--- config.mk ---
export PLATFORM = sky130hd
export DESIGN_NAME = c_source_delimiter_checker_unit
export DESIGN_NICKNAME = d
export VERILOG_FILES = /design/src/cscd_pkg.sv /design/src/cscd_step.sv /design/src/cscd_tracker.sv /design/src/c_source_delimiter_checker_unit.sv
export SDC_FILE = /design/constraint.sdc
export NUM_CORES = 1
export LEC_CHECK = 0
export BUFFER_PORTS_ARGS = -buffer_cell sky130_fd_sc_hd__buf_2
export CAP_MARGIN = 20
export CORE_MARGIN = 4
export CORE_UTILIZATION = 30
export CTS_CLUSTER_SIZE = 14
export DETAILED_ROUTE_END_ITERATION = 8
export HOLD_SLACK_MARGIN = 0.12
export PLACE_DENSITY = 0.57
export SYNTH_ARGS = -nofsm -noshare
export SYNTH_HDL_FRONTEND = slang
export SYNTH_SLANG_ARGS = --single-unit
export TNS_END_PERCENT = 1
--- constraint.sdc ---
create_clock -name clock -period 9.5 [get_ports clock]
set_input_delay 1.425 -clock clock [delete_from_list [all_inputs] [get_ports clock]]
set_output_delay 1.425 -clock clock [all_outputs]
set_load 0.02 [all_outputs]
--- src/cscd_pkg.sv ---
// Package of the C source delimiter checker: constants, state type and helper functions.
`default_nettype none
package cscd_pkg;

   localparam int BalanceBits = 16;
   localparam int ReportBits  = 16;
   localparam int WideBits    = (BalanceBits > ReportBits) ? BalanceBits : ReportBits;

   localparam logic [7:0] CharNewline = 8'h0A;
   localparam logic [7:0] CharStar    = 8'h2A;
   localparam logic [7:0] CharSlash   = 8'h2F;
   localparam logic [7:0] CharDquote  = 8'h22;
   localparam logic [7:0] CharSquote  = 8'h27;
   localparam logic [7:0] CharLparen  = 8'h28;
   localparam logic [7:0] CharRparen  = 8'h29;
   localparam logic [7:0] CharLbrack  = 8'h5B;
   localparam logic [7:0] CharRbrack  = 8'h5D;
   localparam logic [7:0] CharLbrace  = 8'h7B;
   localparam logic [7:0] CharRbrace  = 8'h7D;

   typedef logic signed [BalanceBits-1:0] balance_type;
   typedef logic signed [ReportBits-1:0]  report_type;

   typedef struct packed {
      balance_type paren;
      balance_type bracket;
      balance_type brace;
      logic        squote;
      logic        dquote;
      logic        in_line;
      logic        in_block;
      logic        in_string;
      logic        overflow;
   } scan_state_type;

   localparam scan_state_type ScanStateReset = '{
      paren: '0, bracket: '0, brace: '0, squote: 1'b0, dquote: 1'b0,
      in_line: 1'b0, in_block: 1'b0, in_string: 1'b0, overflow: 1'b0};

   typedef struct packed {
      logic       syntax_ok;
      report_type paren;
      report_type bracket;
      report_type brace;
      logic       squote_odd;
      logic       dquote_odd;
      logic       overflow;
   } verdict_type;

   // Adds +1 or -1; the top bit of the result flags a step out of range, in which
   // case the value is returned unchanged.
   function automatic logic [BalanceBits:0] bump(input balance_type v, input logic up);
      logic [BalanceBits:0] sum;
      logic [BalanceBits:0] delta;
      delta = up ? {{BalanceBits{1'b0}}, 1'b1} : {(BalanceBits+1){1'b1}};
      sum   = {v[BalanceBits-1], v} + delta;
      if (sum[BalanceBits] != sum[BalanceBits-1]) begin
         return {1'b1, v};
      end
      return {1'b0, sum[BalanceBits-1:0]};
   endfunction

   // Saturates a balance into the reported width.
   function automatic report_type report(input balance_type v);
      logic signed [WideBits-1:0] w;
      logic signed [WideBits-1:0] hi;
      logic signed [WideBits-1:0] lo;
      w  = WideBits'(v);
      hi = WideBits'($signed({1'b0, {(ReportBits-1){1'b1}}}));
      lo = WideBits'($signed({1'b1, {(ReportBits-1){1'b0}}}));
      if (w > hi) begin
         w = hi;
      end
      if (w < lo) begin
         w = lo;
      end
      return w[ReportBits-1:0];
   endfunction

endpackage
`default_nettype wire

--- src/cscd_step.sv ---
// One classification and update step for a single source byte and its lookahead.
`default_nettype none
module cscd_step (
   input  wire cscd_pkg::scan_state_type state_in,
   input  wire logic [7:0]               char_in,
   input  wire logic [7:0]               next_char,
   input  wire logic                     next_present,
   output cscd_pkg::scan_state_type      state_out
);
   import cscd_pkg::*;

   logic                 next_slash;
   logic                 next_star;
   logic [BalanceBits:0] bumped;

   assign next_slash = next_present && (next_char == CharSlash);
   assign next_star  = next_present && (next_char == CharStar);

   always_comb begin
      state_out = state_in;
      bumped    = '0;
      if (state_in.in_line && char_in == CharNewline) begin
         state_out.in_line = 1'b0;
      end else if (state_in.in_block && char_in == CharStar && next_slash) begin
         state_out.in_block = 1'b0;
      end else if (char_in == CharSlash && next_slash && !state_in.in_line &&
                   !state_in.in_string) begin
         state_out.in_line = 1'b1;
      end else if (char_in == CharSlash && next_star && !state_in.in_block &&
                   !state_in.in_string) begin
         state_out.in_block = 1'b1;
      end else if (char_in == CharDquote && !state_in.in_line && !state_in.in_block) begin
         state_out.in_string = !state_in.in_string;
         state_out.dquote    = !state_in.dquote;
      end else if (state_in.in_line || state_in.in_block || state_in.in_string) begin
         state_out = state_in;
      end else begin
         case (char_in) inside
            CharLparen, CharRparen: begin
               bumped = bump(state_in.paren, char_in == CharLparen);
               state_out.paren = bumped[BalanceBits-1:0];
            end
            CharLbrack, CharRbrack: begin
               bumped = bump(state_in.bracket, char_in == CharLbrack);
               state_out.bracket = bumped[BalanceBits-1:0];
            end
            CharLbrace, CharRbrace: begin
               bumped = bump(state_in.brace, char_in == CharLbrace);
               state_out.brace = bumped[BalanceBits-1:0];
            end
            CharSquote: state_out.squote = !state_in.squote;
            default:    state_out = state_in;
         endcase
         state_out.overflow = state_in.overflow | bumped[BalanceBits];
      end
   end

endmodule
`default_nettype wire

--- src/cscd_tracker.sv ---
// Scan state registers, held lookahead byte and verdict formation.
`default_nettype none
module cscd_tracker (
   input  wire logic              clock,
   input  wire logic              reset,
   input  wire logic              beat_fire,
   input  wire logic [7:0]        beat_char,
   input  wire logic              beat_last,
   output cscd_pkg::verdict_type  verdict
);
   import cscd_pkg::*;

   scan_state_type state_ff, state_in;
   scan_state_type held_done;
   scan_state_type last_done;
   scan_state_type after_held;
   logic [7:0]     held_char_ff, held_char_in;
   logic           held_valid_ff, held_valid_in;

   // Completes the held byte, using the arriving byte as its lookahead.
   cscd_step u_step_held (
      .state_in     (state_ff),
      .char_in      (held_char_ff),
      .next_char    (beat_char),
      .next_present (1'b1),
      .state_out    (held_done)
   );

   assign after_held = held_valid_ff ? held_done : state_ff;

   // Completes the final byte, which has no lookahead.
   cscd_step u_step_last (
      .state_in     (after_held),
      .char_in      (beat_char),
      .next_char    (beat_char),
      .next_present (1'b0),
      .state_out    (last_done)
   );

   always_comb begin
      state_in      = state_ff;
      held_char_in  = held_char_ff;
      held_valid_in = held_valid_ff;
      if (beat_fire) begin
         if (beat_last) begin
            state_in      = ScanStateReset;
            held_valid_in = 1'b0;
         end else begin
            state_in      = after_held;
            held_char_in  = beat_char;
            held_valid_in = 1'b1;
         end
      end
   end

   always_comb begin
      verdict.paren      = report(last_done.paren);
      verdict.bracket    = report(last_done.bracket);
      verdict.brace      = report(last_done.brace);
      verdict.squote_odd = last_done.squote;
      verdict.dquote_odd = last_done.dquote;
      verdict.overflow   = last_done.overflow;
      verdict.syntax_ok  = (last_done.paren == '0) && (last_done.bracket == '0) &&
                           (last_done.brace == '0) && !last_done.squote &&
                           !last_done.dquote && !last_done.overflow;
   end

   always_ff @(posedge clock) begin
      if (reset) begin
         state_ff      <= ScanStateReset;
         held_char_ff  <= '0;
         held_valid_ff <= 1'b0;
      end else begin
         state_ff      <= state_in;
         held_char_ff  <= held_char_in;
         held_valid_ff <= held_valid_in;
      end
   end

endmodule
`default_nettype wire

--- src/c_source_delimiter_checker_unit.sv ---
// Top level of the C source delimiter checker: input register, tracker and result register.
`default_nettype none
// The unit reads C source text one byte per beat on the req_ channel and, on the beat
// marked end_of_text, returns one verdict beat on the rsp_ channel. It tracks line
// comments, block comments and strings; outside them it keeps signed 16-bit balances
// of parentheses, brackets and braces and a parity of single quotes, and it keeps a
// parity of double quotes seen outside comments. A balance step that would leave the
// signed range is dropped and sets a sticky overflow flag, which fails the verdict.
// Escape sequences get no special handling. Each byte is decided only when the next
// byte arrives, since a slash or star needs its follower; the final byte is decided
// with no follower. After the verdict all scan state returns to its reset value, so
// the next byte starts a fresh text. The unit takes one byte every cycle while no final
// byte waits: a byte is captured in an input register, and when it leaves that register
// the compare and increment logic completes the held byte with it as lookahead and holds
// it in turn; a final byte is also completed there, by a second step in series, and
// its verdict loads the result register, from which the verdict beat is offered. Input
// bytes keep flowing while a verdict waits to be taken; only a second final byte stalls
// until the result register is free.
module c_source_delimiter_checker_unit (
   input  wire logic        clock,
   input  wire logic        reset,
   input  wire logic        req_valid,
   output logic             req_ready,
   input  wire logic [7:0]  req_text_byte,
   input  wire logic        req_end_of_text,
   output logic             rsp_valid,
   input  wire logic        rsp_ready,
   output logic             rsp_syntax_ok,
   output logic signed [15:0] rsp_paren_balance,
   output logic signed [15:0] rsp_bracket_balance,
   output logic signed [15:0] rsp_brace_balance,
   output logic             rsp_single_quote_odd,
   output logic             rsp_double_quote_odd,
   output logic             rsp_count_overflow
);
   import cscd_pkg::*;

   // Input register stage.
   logic        stage_valid_ff, stage_valid_in;
   logic [7:0]  stage_char_ff, stage_char_in;
   logic        stage_last_ff, stage_last_in;
   logic        stage_fire;
   logic        result_free;
   logic        req_fire;

   // Result register.
   logic        result_valid_ff, result_valid_in;
   verdict_type result_ff, result_in;
   verdict_type verdict;

   // The result register is free when empty or when its beat leaves this cycle.
   assign result_free = !result_valid_ff || rsp_ready;

   // A byte that is not final never needs the result register.
   assign stage_fire = stage_valid_ff && (!stage_last_ff || result_free);
   assign req_ready  = !stage_valid_ff || stage_fire;
   assign req_fire   = req_valid && req_ready;

   always_comb begin
      stage_valid_in = stage_valid_ff;
      stage_char_in  = stage_char_ff;
      stage_last_in  = stage_last_ff;
      if (req_fire) begin
         stage_valid_in = 1'b1;
         stage_char_in  = req_text_byte;
         stage_last_in  = req_end_of_text;
      end else if (stage_fire) begin
         stage_valid_in = 1'b0;
      end
   end

   cscd_tracker u_tracker (
      .clock     (clock),
      .reset     (reset),
      .beat_fire (stage_fire),
      .beat_char (stage_char_ff),
      .beat_last (stage_last_ff),
      .verdict   (verdict)
   );

   always_comb begin
      result_valid_in = result_valid_ff;
      result_in       = result_ff;
      if (stage_fire && stage_last_ff) begin
         result_valid_in = 1'b1;
         result_in       = verdict;
      end else if (rsp_ready) begin
         result_valid_in = 1'b0;
      end
   end

   always_ff @(posedge clock) begin
      if (reset) begin
         stage_valid_ff  <= 1'b0;
         result_valid_ff <= 1'b0;
      end else begin
         stage_valid_ff  <= stage_valid_in;
         result_valid_ff <= result_valid_in;
      end
   end

   // Payload registers carry no reset.
   always_ff @(posedge clock) begin
      stage_char_ff <= stage_char_in;
      stage_last_ff <= stage_last_in;
      result_ff     <= result_in;
   end

   assign rsp_valid            = result_valid_ff;
   assign rsp_syntax_ok        = result_ff.syntax_ok;
   assign rsp_paren_balance    = result_ff.paren;
   assign rsp_bracket_balance  = result_ff.bracket;
   assign rsp_brace_balance    = result_ff.brace;
   assign rsp_single_quote_odd = result_ff.squote_odd;
   assign rsp_double_quote_odd = result_ff.dquote_odd;
   assign rsp_count_overflow   = result_ff.overflow;

`ifndef ASSERT_OFF
   // A final byte is only processed when the result register can take its verdict.
   assert property (@(posedge clock) disable iff (reset)
      stage_fire && stage_last_ff |-> !result_valid_ff || rsp_ready)
      else $error("final byte processed while result register busy");

   // Every processed final byte shows up as a verdict beat in the next cycle.
   assert property (@(posedge clock) disable iff (reset)
      stage_fire && stage_last_ff |=> rsp_valid)
      else $error("verdict not presented after final byte");

   // The verdict agrees with the reported balances, parities and overflow flag.
   assert property (@(posedge clock) disable iff (reset)
      rsp_valid |-> rsp_syntax_ok == ((rsp_paren_balance == 16'sd0) &&
         (rsp_bracket_balance == 16'sd0) && (rsp_brace_balance == 16'sd0) &&
         !rsp_single_quote_odd && !rsp_double_quote_odd && !rsp_count_overflow))
      else $error("verdict inconsistent with reported counts");
`endif

endmodule
`default_nettype wire

# ---- Word level (Yosys, flattened, before mapping)
# Cells that the tools add are included.
dict set report word_totals {
  regBits 126
}
dict set report classes {
  add_sub_neg 6
  magnitude_cmp 6
  n_eq_ne 28
  mux 137
  bitwise 3
  n_reduce_logical 56
}
# operator n
set op_table {}
lappend op_table {{17-bit two-way mux} 33}
lappend op_table {{54-bit two-way mux} 9}
lappend op_table {{16-bit two-way mux} 15}
lappend op_table {{50-bit two-way mux} 3}
lappend op_table {{17-bit adder} 6}
lappend op_table {{51-bit two-way mux} 2}
lappend op_table {{49-bit two-way mux} 2}
lappend op_table {{8-bit by 6-bit == test with 1-bit output, second input constant} 12}
lappend op_table {{1-bit two-way mux} 68}
lappend op_table {{8-bit by 7-bit == test with 1-bit output, second input constant} 8}
lappend op_table {{16-bit > comparator, second input constant} 3}
lappend op_table {{16-bit zero test} 3}
lappend op_table {{16-bit < comparator, second input constant} 3}
lappend op_table {{1-bit logical AND} 22}
lappend op_table {{8-bit by 4-bit == test with 1-bit output, second input constant} 2}
lappend op_table {{1-bit zero test} 15}
lappend op_table {{2-bit OR reduction} 6}
lappend op_table {{1-bit logical OR} 7}
lappend op_table {{2-bit two-way mux} 3}
lappend op_table {{3-bit two-way mux} 2}
lappend op_table {{1-bit != test} 6}
lappend op_table {{2-bit nonzero test} 2}
lappend op_table {{1-bit OR} 2}
lappend op_table {{2-bit AND reduction} 1}
lappend op_table {{1-bit NOT} 1}

# ---- Longest topological paths before layout
dict set report logic_depth {
  word_depth 63
  mapped_depth 31
}

# ---- Hierarchy
# A second synthesis with hierarchy kept.
dict set report unflattened {
  hier_cells 1290
  hier_area_um2 11913.9
}
# mod instances cells_each area_per_inst_um2 seq_area_each_um2
set modules_own_cells {}
lappend modules_own_cells {cscd_tracker 1 402 3657.3 1261.2}
lappend modules_own_cells {{cscd_step at u_tracker.u_step_held} 1 424 3251.9 0.0}
lappend modules_own_cells {{cscd_step at u_tracker.u_step_last} 1 391 3069.2 0.0}
lappend modules_own_cells {c_source_delimiter_checker_unit 1 73 1935.6 1871.8}

# ---- Worst setup path before layout
# No wires, ideal clock.
dict set report synth_timing {
  path_type {register to register}
  start {register u_tracker.held_char_ff[4]}
  end {register result_ff (netlist bit rsp_syntax_ok), data pin}
  setup_ns 0.170
  arrival_ns 6.959
  required_ns 9.330
  path_slack_ns 2.372
  stages_incl_launch_ff 29
  cell_sequence {dfxtp_1 -> nor4b_1 -> nand2_1 -> or4_1 -> ha_1 -> clkbuf_1 -> nand3_1 -> a211oi_1 -> o21ai_1 -> a31oi_2 -> mux2_4 -> clkbuf_1 -> nand2_1 -> o21ai_0 -> ha_1 -> and3_1 -> a221o_1 -> a21o_1 -> a21o_1 -> a21o_1 -> a31oi_1 -> o211ai_1 -> xor2_1 -> and3b_1 -> buf_2 -> mux2_2 -> nor4_1 -> nand4b_1 -> nor4_2}
}
# item line_no
set synth_rtl {}
lappend synth_rtl {{start: declaration} cscd_tracker.sv:17} ;# logic [7:0] held_char_ff, held_char_in;
lappend synth_rtl {{start signal: assignment} cscd_tracker.sv:75} ;# held_char_ff <= held_char_in;
lappend synth_rtl {{end signal: assignment} c_source_delimiter_checker_unit.sv:106} ;# result_ff <= result_in;
lappend synth_rtl {{end: declaration} c_source_delimiter_checker_unit.sv:48} ;# verdict_type result_ff, result_in;

==> summary.md <==
| Metric | Value |
|---|---|
| Peak supply drop | `0.0970 mV` |
| Max-cap check violation count | `0` |
| CP required | `9.77 ns` |
| Cell area after synthesis | `0.0108 mm2` |
| Final clock period utilization by the worst path | `0.904` |
| Number of top-level pins | `67` |
| Per-cell via count in the routed design | `5.51` |
| Vias in the first global route | `9,583` |
| End of the worst hold path | `u_tracker.held_char_ff[4]$_SDFFE_PP0P_` |
| Global route total overflow | `0` |
| Total count of hold-check failures in the final report | `0` |
| # port buffers | `66` |
| Worst setup slack for register-to-register paths | `0.91 ns` |
| Nature of the critical path startpoint | `register` |
| Final HPWL DP | `23,600 um` |
| Crit Path Class | `register to register` |
| Leading register cell type out of synthesis | `sky130_fd_sc_hd__dfxtp_1` |
| Total wire length after detailed routing | `31,800 um` |
| Remaining number of nets flagged by the antenna check after routing | `0` |
| Floorplan die height | `198 um` |
| # rows | `69` |
| Routed wirelength normalized by instance count | `17.3 um` |
| Placeable core region | `0.0356 mm2` |
| RSZ-0062 raised after global routing | `false` |
| Pin count of the biggest net entering global routing | `66` |
| Number of clock sinks seen by CTS | `126` |
| Cts bufs inserted | `17` |
| CTS Root Buffer Type | `sky130_fd_sc_hd__clkbuf_16` |
| Syn_nets | `1,421` |
| Final number of setup-violating endpoints | `0` |
| Cell count of the worst reg-to-reg path | `25` |
| Initial antenna violation count | `0` |
| Ys async rst share | `0` |
| Post-detailed-route DRC marker count | `0` |
| Ratio of cells with drive above 1 in the final layout | `0.127` |
| Worst path arrival time | `8.85 ns` |
| Count of nets after finishing | `1,476` |
| Number of detailed-route iterations in the first pass | `7` |
| Deepest clock path buffer count | `2` |
| Hold-fix buffers at CTS | `0` |
| Number of stages on the worst hold path | `2` |
| Final RePlAce weighted congestion | `0.887` |
| Cell Pwr Density | `109 mW/mm2` |
| Sequential-to-total area share from yosys stat | `0.289` |
| Worst setup EP type | `register` |
| Post-CTS setup buffers | `0` |
| Area added between synthesis and finish | `13.7%` |
| Warnings from Yosys | `0` |
| Maximum clock skew at final layout | `0.00875 ns` |
| Number of synthesized flops with an enable pin | `61` |
| Fmax | `0.116 GHz` |
| Vias after detailed routing | `10,100` |
| Clock slew seen by the registers of the worst setup and hold paths | `0.06 ns` |
| Diodes inserted | `0` |
| GRT Util Overall | `0.160` |
| Hold path startpoint | `u_tracker.held_char_ff[4]$_SDFFE_PP0P_` |
| Number of synthesized register bits | `126` |
| Width of the die | `198 um` |
| Run status | `finished, final reports clean` |
| Post-synth top area cell | `sky130_fd_sc_hd__edfxtp_1` |
| Worst Hold Class | `register to register` |
| Synth unique cells | `87` |
| Area of the die | `0.0392 mm2` |
| Max_slew headroom | `0.335` |
| Reg-to-Reg Start | `u_tracker.held_char_ff[3]$_SDFFE_PP0P_` |
| Highest net fanout along the worst path | `16` |
| Share of Yosys cell area claimed by the top area cell type | `0.169` |
| Drt initial violations | `884` |
| Gates resized, CTS repair | `0` |
| Leakage power total | `5.14 nW` |
| Final Max Tran Viols | `0` |
| Total Negative Setup Slacks | `0 ns` |
| Placed Instance Area | `0.0117 mm2` |
| Initial Util | `0.304` |
| Non-Filler Cell Area, Final | `0.0123 mm2` |
| Final core utilization | `0.346` |
| Tmin final | `8.59 ns` |
| Clock tree from TritonCTS | `done` |
| Cells after Synth | `1,311` |
| Clock latency reported for the late side of the worst-skew pair | `0.44 ns` |
| End of the worst register-to-register path | `rsp_syntax_ok$_DFFE_PP_` |
| Post-synthesis average cell area | `8.26 um2` |
| Total number of H-tree levels | `4` |
| Top cells by area, synth | `sky130_fd_sc_hd__edfxtp_1, sky130_fd_sc_hd__dfxtp_1, sky130_fd_sc_hd__ha_1, sky130_fd_sc_hd__a21oi_1, sky130_fd_sc_hd__nor2_1` |
| Wire length of the first global-routing pass | `50,700 um` |
| Slew at the pin closest to its max-slew limit | `0.994 ns` |
| Number of filler cells placed in the layout | `3,680` |
## logic make-up after synthesis
logic type | count (synthesis) | synth area share
AOI/OAI and AO/OA | 418 | 0.249
xor gates and xnor gates | 91 | 0.0754
adders and majority gates | 97 | 0.116
buffers and inverters | 95 | 0.0338
DFF | 126 | 0.289
muxes | 32 | 0.0332
and+or+nand+nor | 452 | 0.203
## metrics by stage
step                hold WS, ns  instances  setup WS [ns]  power (mW)
global route              0.534       1840          0.197        1.38
floorplan                 0.458       1311           2.37       0.636
global placement          0.478       1808           1.17       0.661
detailed placement        0.481       1808          0.999       0.660
CTS                       0.489       1840          0.929        1.35
finish                    0.492       1840          0.914        1.34
## report_power, final
part	internal [mW]	switching [mW]
combinational	0.0165	0.0443
clock	0.420	0.272
sequential	0.579	0.00903
total	1.02	0.325
## cells in the final DEF (no fill, tap or decap), types with 40 or more instances in the layout
cell type / count
sky130_fd_sc_hd__inv_1: 47
sky130_fd_sc_hd__nor2_1: 148
sky130_fd_sc_hd__nand2_1: 113
sky130_fd_sc_hd__a22oi_1: 45
sky130_fd_sc_hd__edfxtp_1: 61
sky130_fd_sc_hd__buf_2: 66
sky130_fd_sc_hd__nand3_1: 40
sky130_fd_sc_hd__ha_1: 91
sky130_fd_sc_hd__o21ai_0: 74
sky130_fd_sc_hd__a21oi_1: 131
sky130_fd_sc_hd__dfxtp_1: 65
sky130_fd_sc_hd__xor2_1: 45
sky130_fd_sc_hd__xnor2_1: 45
## worst max-delay path: stages (launching register included)
cell	delay [ns]
sky130_fd_sc_hd__dfxtp_1	0.40
sky130_fd_sc_hd__nor4b_1	0.59
sky130_fd_sc_hd__nand2_1	0.21
sky130_fd_sc_hd__or4_1	0.81
sky130_fd_sc_hd__ha_1	0.45
sky130_fd_sc_hd__a211oi_1	0.40
sky130_fd_sc_hd__o211ai_1	0.22
sky130_fd_sc_hd__a32oi_1	0.39
sky130_fd_sc_hd__nand2_1	0.25
sky130_fd_sc_hd__xnor2_1	0.26
sky130_fd_sc_hd__nand2_1	0.36
sky130_fd_sc_hd__o21ai_0	0.59
sky130_fd_sc_hd__ha_1	0.38
sky130_fd_sc_hd__and3_1	0.23
sky130_fd_sc_hd__a221o_1	0.35
sky130_fd_sc_hd__a21o_1	0.20
sky130_fd_sc_hd__a21o_1	0.18
sky130_fd_sc_hd__a21o_1	0.18
sky130_fd_sc_hd__a31oi_1	0.18
sky130_fd_sc_hd__o211ai_1	0.23
sky130_fd_sc_hd__xor2_1	0.25
sky130_fd_sc_hd__and3b_1	0.22
sky130_fd_sc_hd__mux2_2	0.38
sky130_fd_sc_hd__nor4_1	0.27
sky130_fd_sc_hd__nand4b_1	0.15
sky130_fd_sc_hd__nor4_2	0.27
## worst max-delay path by stage
stage / slack [ns] / endpoint / depth (start not counted) / start
after global routing: 0.20 / rsp_syntax_ok$_DFFE_PP_ / 25 / u_tracker.held_char_ff[3]$_SDFFE_PP0P_
after CTS: 0.93 / rsp_syntax_ok$_DFFE_PP_ / 25 / u_tracker.held_char_ff[3]$_SDFFE_PP0P_
after floorplan: 2.37 / rsp_syntax_ok$_DFFE_PP_ / 28 / u_tracker.held_char_ff[4]$_SDFFE_PP0P_
after detailed placement: 1.0 / rsp_syntax_ok$_DFFE_PP_ / 25 / u_tracker.held_char_ff[3]$_SDFFE_PP0P_
after global placement: 1.17 / rsp_syntax_ok$_DFFE_PP_ / 25 / u_tracker.held_char_ff[3]$_SDFFE_PP0P_
final: 0.91 / rsp_syntax_ok$_DFFE_PP_ / 25 / u_tracker.held_char_ff[3]$_SDFFE_PP0P_
## cell usage after synthesis (4+ instances only)
cell type                  instances
sky130_fd_sc_hd__buf_1             4
sky130_fd_sc_hd__mux2_2           23
sky130_fd_sc_hd__xnor2_1          45
sky130_fd_sc_hd__or3_1             9
sky130_fd_sc_hd__xor2_1           45
sky130_fd_sc_hd__edfxtp_1         61
sky130_fd_sc_hd__o21ai_0          74
sky130_fd_sc_hd__o21bai_1          6
sky130_fd_sc_hd__nor2b_1          11
sky130_fd_sc_hd__o21ai_1           6
sky130_fd_sc_hd__o211ai_1         14
sky130_fd_sc_hd__nand3_1          40
sky130_fd_sc_hd__a211oi_1         10
sky130_fd_sc_hd__nand4_1          22
sky130_fd_sc_hd__fa_1              6
sky130_fd_sc_hd__nand2b_1         13
sky130_fd_sc_hd__a21oi_1         132
sky130_fd_sc_hd__o31ai_1           8
sky130_fd_sc_hd__or4_1             5
sky130_fd_sc_hd__ha_1             91
sky130_fd_sc_hd__nor4b_1           5
sky130_fd_sc_hd__a21boi_0          4
sky130_fd_sc_hd__buf_2             7
sky130_fd_sc_hd__clkbuf_1         36
sky130_fd_sc_hd__a31o_2            6
sky130_fd_sc_hd__and3_1            8
sky130_fd_sc_hd__dfxtp_1          65
sky130_fd_sc_hd__o21a_1           17
sky130_fd_sc_hd__o22ai_1           4
sky130_fd_sc_hd__inv_1            47
sky130_fd_sc_hd__a21o_1           39
sky130_fd_sc_hd__or2_2             5
sky130_fd_sc_hd__nor3b_1           5
sky130_fd_sc_hd__nor3_1           22
sky130_fd_sc_hd__nor4_1           13
sky130_fd_sc_hd__and2_1            4
sky130_fd_sc_hd__nand2_1         114
sky130_fd_sc_hd__a22oi_1          45
sky130_fd_sc_hd__mux2i_1           7
sky130_fd_sc_hd__and3b_1           5
sky130_fd_sc_hd__a31oi_1          16
sky130_fd_sc_hd__nor2_1          150
## flip-flops by register name (all words and copies together), names as in the netlist, 8 cells and up
signal,count
rsp_bracket_balance,16
u_tracker.state_ff,54
rsp_brace_balance,16
stage_char_ff,8
u_tracker.held_char_ff,8
rsp_paren_balance,16
## final cells by class
type	instances	area (um2)	share of cell area
Clock buffer	19	443	0.0360
Clock inverter	13	165	0.0134
Inverter	48	180	0.0146
Multi-Input combinational cell	1090	7350	0.597
Sequential cell	126	3130	0.255
Tap cell	461	577	0.0469
Timing Repair Buffer	83	458	0.0372
## metal layers
| layer | track usage | vias to the layer above | routed length (um) |
|---|---|---|---|
| li1 | - | 4990 | - |
| met1 | 0.219 | 4860 | 15100 |
| met2 | 0.263 | 248 | 14500 |
| met3 | 0.0223 | 46 | 1420 |
| met4 | 0.0505 | 0 | 704 |
| met5 | 0 | - | 0 |
(Power assumes the default switching activity.)
